$ cat config.mk
export PLATFORM = sky130hd
export DESIGN_NAME = isolated_point_removal_2d_core_flat
export DESIGN_NICKNAME = d
export VERILOG_FILES = /design/src/iprm_pkg.sv /design/src/iprm_if.sv /design/src/isolated_point_removal_2d_core.sv /design/src/flat_wrapper.sv
export SDC_FILE = /design/constraint.sdc
export NUM_CORES = 2
export LEC_CHECK = 0
export BUFFER_PORTS_ARGS = -buffer_cell sky130_fd_sc_hd__buf_2
export CAP_MARGIN = 20
export CORE_ASPECT_RATIO = 0.8
export CORE_MARGIN = 2
export CORE_UTILIZATION = 65
export DETAILED_ROUTE_END_ITERATION = 16
export GPL_TIMING_DRIVEN = 0
export PLACE_DENSITY = 0.81
export SETUP_SLACK_MARGIN = 0.02
export SLEW_MARGIN = 10
export SYNTH_ARGS = -nofsm -noshare
export SYNTH_HDL_FRONTEND = slang
export SYNTH_SLANG_ARGS = --single-unit
$ cat constraint.sdc
create_clock -name clk -period 15.4 [get_ports clk]
set_input_delay 3.85 -clock clk [delete_from_list [all_inputs] [get_ports clk]]
set_output_delay 3.85 -clock clk [all_outputs]
set_load 0.005 [all_outputs]
$ cat src/iprm_pkg.sv
`default_nettype none

package iprm_pkg;

    // Capacity of the point store and the widths that follow from it
    localparam int MAX_POINTS = 64;
    localparam int IDX_W      = $clog2(MAX_POINTS);
    localparam int CNT_W      = IDX_W + 1;

    // Field widths
    localparam int COORD_W  = 16;
    localparam int RADIUS_W = 15;
    localparam int R2_W     = 2 * RADIUS_W;
    localparam int DIFF_W   = COORD_W + 1;
    localparam int SQ_W     = 2 * COORD_W;
    localparam int SUM_W    = SQ_W + 1;

    localparam logic [RADIUS_W-1:0] RADIUS_RESET = RADIUS_W'(200);

    typedef logic [IDX_W-1:0]           idx_t;
    typedef logic [CNT_W-1:0]           cnt_t;
    typedef logic signed [COORD_W-1:0]  coord_t;
    typedef logic [2*COORD_W-1:0]       point_word_t;

endpackage

`default_nettype wire

$ cat src/iprm_if.sv
`default_nettype none

// Point input channel
interface iprm_point_if;
    logic               valid;
    logic               ready;
    logic signed [15:0] x_mm;
    logic signed [15:0] y_mm;
    logic               last;

    modport source (output valid, output x_mm, output y_mm, output last, input ready);
    modport sink   (input valid, input x_mm, input y_mm, input last, output ready);
endinterface

// Result output channel
interface iprm_result_if;
    logic               valid;
    logic               ready;
    logic signed [15:0] out_x_mm;
    logic signed [15:0] out_y_mm;
    logic               kept;
    logic               overflowed;
    logic               last_out;

    modport source (output valid, output out_x_mm, output out_y_mm, output kept,
                    output overflowed, output last_out, input ready);
    modport sink   (input valid, input out_x_mm, input out_y_mm, input kept,
                    input overflowed, input last_out, output ready);
endinterface

// Radius register write channel
interface iprm_cfg_if;
    logic        valid;
    logic        ready;
    logic [14:0] radius_mm;

    modport source (output valid, output radius_mm, input ready);
    modport sink   (input valid, input radius_mm, output ready);
endinterface

`default_nettype wire

$ cat src/isolated_point_removal_2d_core.sv
`default_nettype none

// Radius outlier removal over a scan of 2D points.
// Channels: point (x_mm, y_mm, last) in, result (out_x_mm, out_y_mm, kept,
// overflowed, last_out) out, cfg writes the radius. All use valid/ready; an
// item moves on a clock edge with both high. cfg is always ready.
// Loading takes one point per cycle into a 64-entry store; points beyond
// capacity are dropped and the scan's results carry overflowed = 1.
// After the last point, each of the N stored points gets a row scan: read the
// point on the first read port, issue all N stored points (the self-pair is
// masked) on the second read port of the store, run the difference/square/
// compare pipeline until it drains, then emit. The pairwise compare pipeline,
// fed one stored point per cycle, sets the pace of the scan. No point is taken
// while results of a scan are being produced.
// A stalled receiver holds the result register; the next row does not start
// its emit until that result is taken.
// Reset empties the store (count zero), clears the overflow mark, drops any
// pending result and sets the radius to 200 mm.
module isolated_point_removal_2d_core
    import iprm_pkg::*;
(
    input  wire logic            clk,
    input  wire logic            rst_n,
    iprm_cfg_if.sink             cfg,
    iprm_point_if.sink           point,
    iprm_result_if.source        result
);

    typedef enum logic [2:0] {
        ST_LOAD,
        ST_ROW,
        ST_SCAN,
        ST_DRAIN,
        ST_EMIT
    } state_t;

    state_t                 state_reg;
    cnt_t                   count_reg;
    logic                   ovf_reg;
    idx_t                   i_reg;
    idx_t                   j_reg;
    logic                   found_reg;
    logic [RADIUS_W-1:0]    radius_reg;
    logic [R2_W-1:0]        r2_reg;

    point_word_t            pt_mem [MAX_POINTS];
    point_word_t            a_q;
    point_word_t            b_q;

    logic                   v1_reg, v2_reg, v3_reg;
    logic                   self1_reg, self2_reg, self3_reg;
    logic signed [DIFF_W-1:0] dx_reg, dy_reg;
    logic [SQ_W-1:0]        sqx_reg, sqy_reg;

    logic                   out_valid_reg;
    coord_t                 out_x_reg, out_y_reg;
    logic                   out_kept_reg, out_ovf_reg, out_last_reg;

    logic                   load_fire;
    logic                   store_we;
    logic                   out_free;
    logic                   emit_fire;
    logic                   row_last;
    logic                   j_last;
    logic                   pipe_busy;
    logic [SUM_W-1:0]       d2;
    logic                   hit;
    logic signed [2*DIFF_W-1:0] px, py;

    // Handshakes
    assign cfg.ready   = 1'b1;
    assign point.ready = (state_reg == ST_LOAD);
    assign load_fire   = point.valid && point.ready;
    assign store_we    = load_fire && (count_reg != CNT_W'(MAX_POINTS));
    assign out_free    = !out_valid_reg || result.ready;
    assign emit_fire   = (state_reg == ST_EMIT) && out_free;
    assign row_last    = ({1'b0, i_reg} == CNT_W'(count_reg - CNT_W'(1)));
    assign j_last      = ({1'b0, j_reg} == CNT_W'(count_reg - CNT_W'(1)));
    assign pipe_busy   = v1_reg || v2_reg || v3_reg;

    // Point store: one write port, two registered read ports
    always_ff @(posedge clk)
    begin
        if (store_we)
        begin
            pt_mem[count_reg[IDX_W-1:0]] <= {point.x_mm, point.y_mm};
        end
        a_q <= pt_mem[i_reg];
        b_q <= pt_mem[j_reg];
    end

    // Squares and distance compare
    assign px  = dx_reg * dx_reg;
    assign py  = dy_reg * dy_reg;
    assign d2  = SUM_W'(sqx_reg) + SUM_W'(sqy_reg);
    assign hit = v3_reg && !self3_reg && (d2 <= SUM_W'(r2_reg));

    // Radius register and its square
    always_ff @(posedge clk or negedge rst_n)
    begin
        if (!rst_n)
        begin
            radius_reg <= RADIUS_RESET;
            r2_reg     <= R2_W'(RADIUS_RESET) * R2_W'(RADIUS_RESET);
        end
        else
        begin
            if (cfg.valid)
            begin
                radius_reg <= cfg.radius_mm;
            end
            r2_reg <= R2_W'(radius_reg) * R2_W'(radius_reg);
        end
    end

    // Compare pipeline payload
    always_ff @(posedge clk)
    begin
        dx_reg    <= DIFF_W'(signed'(a_q[2*COORD_W-1:COORD_W]))
                   - DIFF_W'(signed'(b_q[2*COORD_W-1:COORD_W]));
        dy_reg    <= DIFF_W'(signed'(a_q[COORD_W-1:0]))
                   - DIFF_W'(signed'(b_q[COORD_W-1:0]));
        sqx_reg   <= px[SQ_W-1:0];
        sqy_reg   <= py[SQ_W-1:0];
        self2_reg <= self1_reg;
        self3_reg <= self2_reg;
    end

    // Sequencer, pipeline valids and result register
    always_ff @(posedge clk or negedge rst_n)
    begin
        if (!rst_n)
        begin
            state_reg     <= ST_LOAD;
            count_reg     <= '0;
            ovf_reg       <= 1'b0;
            i_reg         <= '0;
            j_reg         <= '0;
            found_reg     <= 1'b0;
            v1_reg        <= 1'b0;
            v2_reg        <= 1'b0;
            v3_reg        <= 1'b0;
            self1_reg     <= 1'b0;
            out_valid_reg <= 1'b0;
            out_x_reg     <= '0;
            out_y_reg     <= '0;
            out_kept_reg  <= 1'b0;
            out_ovf_reg   <= 1'b0;
            out_last_reg  <= 1'b0;
        end
        else
        begin
            // advance the compare pipeline
            v1_reg    <= (state_reg == ST_SCAN);
            self1_reg <= (j_reg == i_reg);
            v2_reg    <= v1_reg;
            v3_reg    <= v2_reg;
            if (hit)
            begin
                found_reg <= 1'b1;
            end

            // drop the result once taken, unless a new one replaces it
            if (result.ready && !emit_fire)
            begin
                out_valid_reg <= 1'b0;
            end

            unique case (state_reg)
                ST_LOAD:
                begin
                    if (load_fire)
                    begin
                        if (store_we)
                        begin
                            count_reg <= count_reg + CNT_W'(1);
                        end
                        else
                        begin
                            ovf_reg <= 1'b1;
                        end
                        if (point.last)
                        begin
                            i_reg     <= '0;
                            found_reg <= 1'b0;
                            state_reg <= ST_ROW;
                        end
                    end
                end
                ST_ROW:
                begin
                    // wait for the row point to appear on the first read port
                    j_reg     <= '0;
                    state_reg <= ST_SCAN;
                end
                ST_SCAN:
                begin
                    if (j_last)
                    begin
                        state_reg <= ST_DRAIN;
                    end
                    else
                    begin
                        j_reg <= j_reg + IDX_W'(1);
                    end
                end
                ST_DRAIN:
                begin
                    if (!pipe_busy)
                    begin
                        state_reg <= ST_EMIT;
                    end
                end
                ST_EMIT:
                begin
                    if (out_free)
                    begin
                        out_valid_reg <= 1'b1;
                        out_x_reg     <= a_q[2*COORD_W-1:COORD_W];
                        out_y_reg     <= a_q[COORD_W-1:0];
                        out_kept_reg  <= found_reg;
                        out_ovf_reg   <= ovf_reg;
                        out_last_reg  <= row_last;
                        found_reg     <= 1'b0;
                        if (row_last)
                        begin
                            count_reg <= '0;
                            ovf_reg   <= 1'b0;
                            state_reg <= ST_LOAD;
                        end
                        else
                        begin
                            i_reg     <= i_reg + IDX_W'(1);
                            state_reg <= ST_ROW;
                        end
                    end
                end
                default:
                begin
                    state_reg <= ST_LOAD;
                end
            endcase
        end
    end

    assign result.valid      = out_valid_reg;
    assign result.out_x_mm   = out_x_reg;
    assign result.out_y_mm   = out_y_reg;
    assign result.kept       = out_kept_reg;
    assign result.overflowed = out_ovf_reg;
    assign result.last_out   = out_last_reg;

`ifndef SYNTHESIS
    // The compare pipeline is empty whenever points are being loaded
    a_load_pipe_idle: assert property (@(posedge clk) disable iff (!rst_n)
        (state_reg == ST_LOAD) |-> !pipe_busy)
        else $error("compare pipeline busy during load");

    // The store count never passes capacity
    a_count_bound: assert property (@(posedge clk) disable iff (!rst_n)
        count_reg <= CNT_W'(MAX_POINTS))
        else $error("point count beyond capacity");

    // Row scans only run over a non-empty store
    a_scan_nonempty: assert property (@(posedge clk) disable iff (!rst_n)
        (state_reg != ST_LOAD) |-> (count_reg != '0))
        else $error("row scan with empty store");

    // A result is emitted only into a free output register
    a_emit_free: assert property (@(posedge clk) disable iff (!rst_n)
        (state_reg == ST_EMIT && out_valid_reg && !result.ready)
        |=> $stable(out_x_reg) && $stable(out_last_reg))
        else $error("result overwritten while stalled");
`endif

endmodule

`default_nettype wire
$ cat src/flat_wrapper.sv
// flat-port wrapper written by rule: the top's interface ports become plain ports
module isolated_point_removal_2d_core_flat import iprm_pkg::*;
  (clk, rst_n, cfg_valid, cfg_radius_mm, cfg_ready, point_valid, point_x_mm, point_y_mm, point_last, point_ready, result_valid, result_out_x_mm, result_out_y_mm, result_kept, result_overflowed, result_last_out, result_ready);
  iprm_cfg_if cfg_i ();
  iprm_point_if point_i ();
  iprm_result_if result_i ();
  input  wire logic clk;
  input  wire logic rst_n;
  input wire logic [$bits(cfg_i.valid)-1:0] cfg_valid;
  input wire logic [$bits(cfg_i.radius_mm)-1:0] cfg_radius_mm;
  output wire logic [$bits(cfg_i.ready)-1:0] cfg_ready;
  input wire logic [$bits(point_i.valid)-1:0] point_valid;
  input wire logic [$bits(point_i.x_mm)-1:0] point_x_mm;
  input wire logic [$bits(point_i.y_mm)-1:0] point_y_mm;
  input wire logic [$bits(point_i.last)-1:0] point_last;
  output wire logic [$bits(point_i.ready)-1:0] point_ready;
  output wire logic [$bits(result_i.valid)-1:0] result_valid;
  output wire logic [$bits(result_i.out_x_mm)-1:0] result_out_x_mm;
  output wire logic [$bits(result_i.out_y_mm)-1:0] result_out_y_mm;
  output wire logic [$bits(result_i.kept)-1:0] result_kept;
  output wire logic [$bits(result_i.overflowed)-1:0] result_overflowed;
  output wire logic [$bits(result_i.last_out)-1:0] result_last_out;
  input wire logic [$bits(result_i.ready)-1:0] result_ready;
  assign cfg_i.valid = cfg_valid;
  assign cfg_i.radius_mm = cfg_radius_mm;
  assign cfg_ready = cfg_i.ready;
  assign point_i.valid = point_valid;
  assign point_i.x_mm = point_x_mm;
  assign point_i.y_mm = point_y_mm;
  assign point_i.last = point_last;
  assign point_ready = point_i.ready;
  assign result_valid = result_i.valid;
  assign result_out_x_mm = result_i.out_x_mm;
  assign result_out_y_mm = result_i.out_y_mm;
  assign result_kept = result_i.kept;
  assign result_overflowed = result_i.overflowed;
  assign result_last_out = result_i.last_out;
  assign result_i.ready = result_ready;
  isolated_point_removal_2d_core u_core (.clk(clk), .rst_n(rst_n), .cfg(cfg_i), .point(point_i), .result(result_i));
endmodule
==> impl_metrics.json <==
{
  "portBuffers": 89,
  "largest_reg_flops": 2048,
  "finalCriticalPeriod_ns": 7.92,
  "synth.cell_area_mm2": 0.130,
  "cts.reportedPaths.clkPinSlew_ns": 0.07,
  "min_from": "u_core.self1_reg$_DFF_PN0_",
  "syn_nets": 8673,
  "via_count": 83100,
  "insertion_delay_ns": 0.92,
  "yosysTopAreaCellShare_pct": 47.4,
  "fin_worst_skew_ns": 0.0438,
  "dieArea_mm2": 0.203,
  "cts_resized": 0,
  "status": "completed",
  "synth_edf_count": 2048,
  "dpl_worst_slack_ns": 7.82,
  "dieHeight_um": 403,
  "synthFlopType": "edfxtp_1",
  "fin_hold_ws_ns": 0.341,
  "cp.arrival_ns": 8.74,
  "grt_pass1_wl_um": 616000,
  "end_kind": "flop",
  "start_util_pct": 65.5,
  "tns_ns": 0,
  "cts_buffers": 215,
  "syn_avg_cell_area_um2": 17.0,
  "required_ns": 16.21,
  "via_per_inst": 7.56,
  "path_cells": "clkbuf_1 -> clkbuf_1 -> nand2_1 -> fa_1 -> fa_1 -> inv_1 -> fa_1 -> fa_1 -> fa_1 -> inv_1 -> fa_1 -> inv_1 -> ha_1 -> a21o_1 -> a21o_1 -> a21oi_1 -> o21ai_0 -> a311o_1 -> a211oi_1 -> o31ai_1 -> a21oi_1 -> xnor2_1",
  "cts_tree": "yes",
  "placed_area_mm2": 0.137,
  "crit_path_top_delay_cell": "clkbuf_1",
  "reg2reg_from": "u_core.dy_reg[5]$_DFF_P_",
  "grt_pass1_vias": 82400,
  "drc": 0,
  "cts_root_buf": "clkbuf_16",
  "io_pins": 91,
  "synth_largest_area_cell": "edfxtp_1",
  "wl_um": 446000,
  "grt-ovfl-total": 0,
  "mostFrequentLayoutCells": "2048 x edfxtp_1, 1344 x mux4_2, 966 x inv_1, 658 x fa_1, 388 x nand2_1",
  "synth_cells": 7609,
  "grt_usage_pct": 44.4,
  "clkSinkCount": 2318,
  "synth.top_cells.by_area": "edfxtp_1 47%, mux4_2 23%, fa_1 10%",
  "rsz0062_at_grt": "false",
  "slew_violations": 0,
  "async_flop_share_pct": 4.66,
  "cp_top_family": "adder cells",
  "setup_viol": 0,
  "antenna_found_initial": 88,
  "max_freq_mhz": 126,
  "finalCritPeriodShare_pct": 51.4,
  "synth_cell_types": 79,
  "cts_hold_buf": 0,
  "startpoint": "u_core.dy_reg[5]$_DFF_P_",
  "final_common_cell": "edfxtp_1",
  "ys_seq_area_share_pct": 52.0,
  "maxCapViolations": 0,
  "crit_buf_inv": 5,
  "cts_setup_buffers": 0,
  "fin_area_mm2": 0.144,
  "dp_hpwl_um": 306000,
  "cp-start-kind": "flop",
  "first_pass_iters": 8,
  "critPathMaxFanout": 10,
  "worst_slack_ns": 7.48,
  "hp-class": "reg2reg",
  "final_antenna_net_count": 0,
  "floorplan.rows": 146,
  "finalHoldViolations": 0,
  "criticalPathCategory": "reg2reg",
  "coreArea_mm2": 0.198,
  "slowest_delay_ns": 0.68,
  "drive_above_1_share_pct": 25.7,
  "avgRoutedWirePerCell_um": 40.6,
  "areaGrowthSynthToFinish_pct": 11.4,
  "ys_seq_elements": 2318,
  "cpMostUsedCell": "fa_1",
  "synth_warnings": 0,
  "relSlewSlack_pct": 11.4,
  "grt_max_degree": 74,
  "worstMarginPinSlew_ns": 1.33,
  "finalNetCount": 9147,
  "htreeDepth": 4,
  "cts_buffer_depth": 3,
  "drtIter0Drc": 16400,
  "gp_congestion": 1.07,
  "die_w_um": 503
}
final timing paths:
check	endpoint	slack (ns)	depth (start not counted)
worst min register to register	u_core.self2_reg$_DFF_P_	0.34	0
max in group asynchronous	u_core.j_reg[5]$_DFFE_PN0P_	11.74	2
worst max register to register	u_core.sqy_reg[30]$_DFF_P_	7.48	22
min in group asynchronous	u_core.result.out_y_mm[7]$_DFFE_PN0P_	2.86	1
worst max-delay path	u_core.sqy_reg[30]$_DFF_P_	7.48	22
worst min-delay path	u_core.self2_reg$_DFF_P_	0.34	0
metrics by stage:
step,utilization [%],instances
after global placement,67.4,10400
after CTS,72.5,10900
after detailed placement,69.0,10500
after global routing,72.9,11000
final,72.9,11000
after floorplan,-,7609
cells by family (layout without fill, tap and decap cells):
group | count (synthesis) | after routing | synth area share [%]
flip-flops | 2318 | 2318 | 52.0
multiplexers | 1354 | 1354 | 23.4
buffers and inverters | 1351 | 2007 | 4.01
adder cells (fa/ha/maj) | 1011 | 1011 | 13.6
AND/OR/NAND/NOR | 981 | 981 | 3.60
AO/OA/AOI/OAI | 397 | 397 | 2.00
XOR/XNOR | 196 | 196 | 1.35
other | 1 | 69 | 0.00289
synth_stat cells (all sizes together), types with 10 or more instances:
library cell	instances
edfxtp	2048
nand4	16
mux2	10
inv	966
and2	178
nor2b	23
ha	353
a21oi	102
xor2	54
nor3	40
dfxtp	162
buf	145
dfrtp	100
nand2b	29
or3	14
nand3	42
o21bai	11
or2	12
clkbuf	239
a211oi	22
a21o	68
o21ai	81
o21a	24
nor2	192
a31oi	15
and3	13
nand2	388
xnor2	140
fa	658
mux4	1344
layer usage:
layer	vias to the layer above	part of all wire [%]	GRT usage, %
li1	30100	-	-
met1	42200	32	56.8
met2	8754	42	60.9
met3	2002	19	24.5
met4	72	7.0	23.0
met5	-	0.23	2.22
layout make-up:
cell class / count / area, um2
diodes: 68 / 170
well taps: 2664 / 3330
repair buffers: 257 / 3760
clock inverters: 109 / 1160
multi-input cells: 3940 / 57500
inverters: 967 / 3630
plain buffers: 384 / 1600
fillers: 11600 / 53600
flip-flops and latches: 2318 / 67500
clock buffers: 290 / 5880
Power is not shown: default switching activity piles up to over one toggle a cycle in this logic, so the estimate is an artifact.
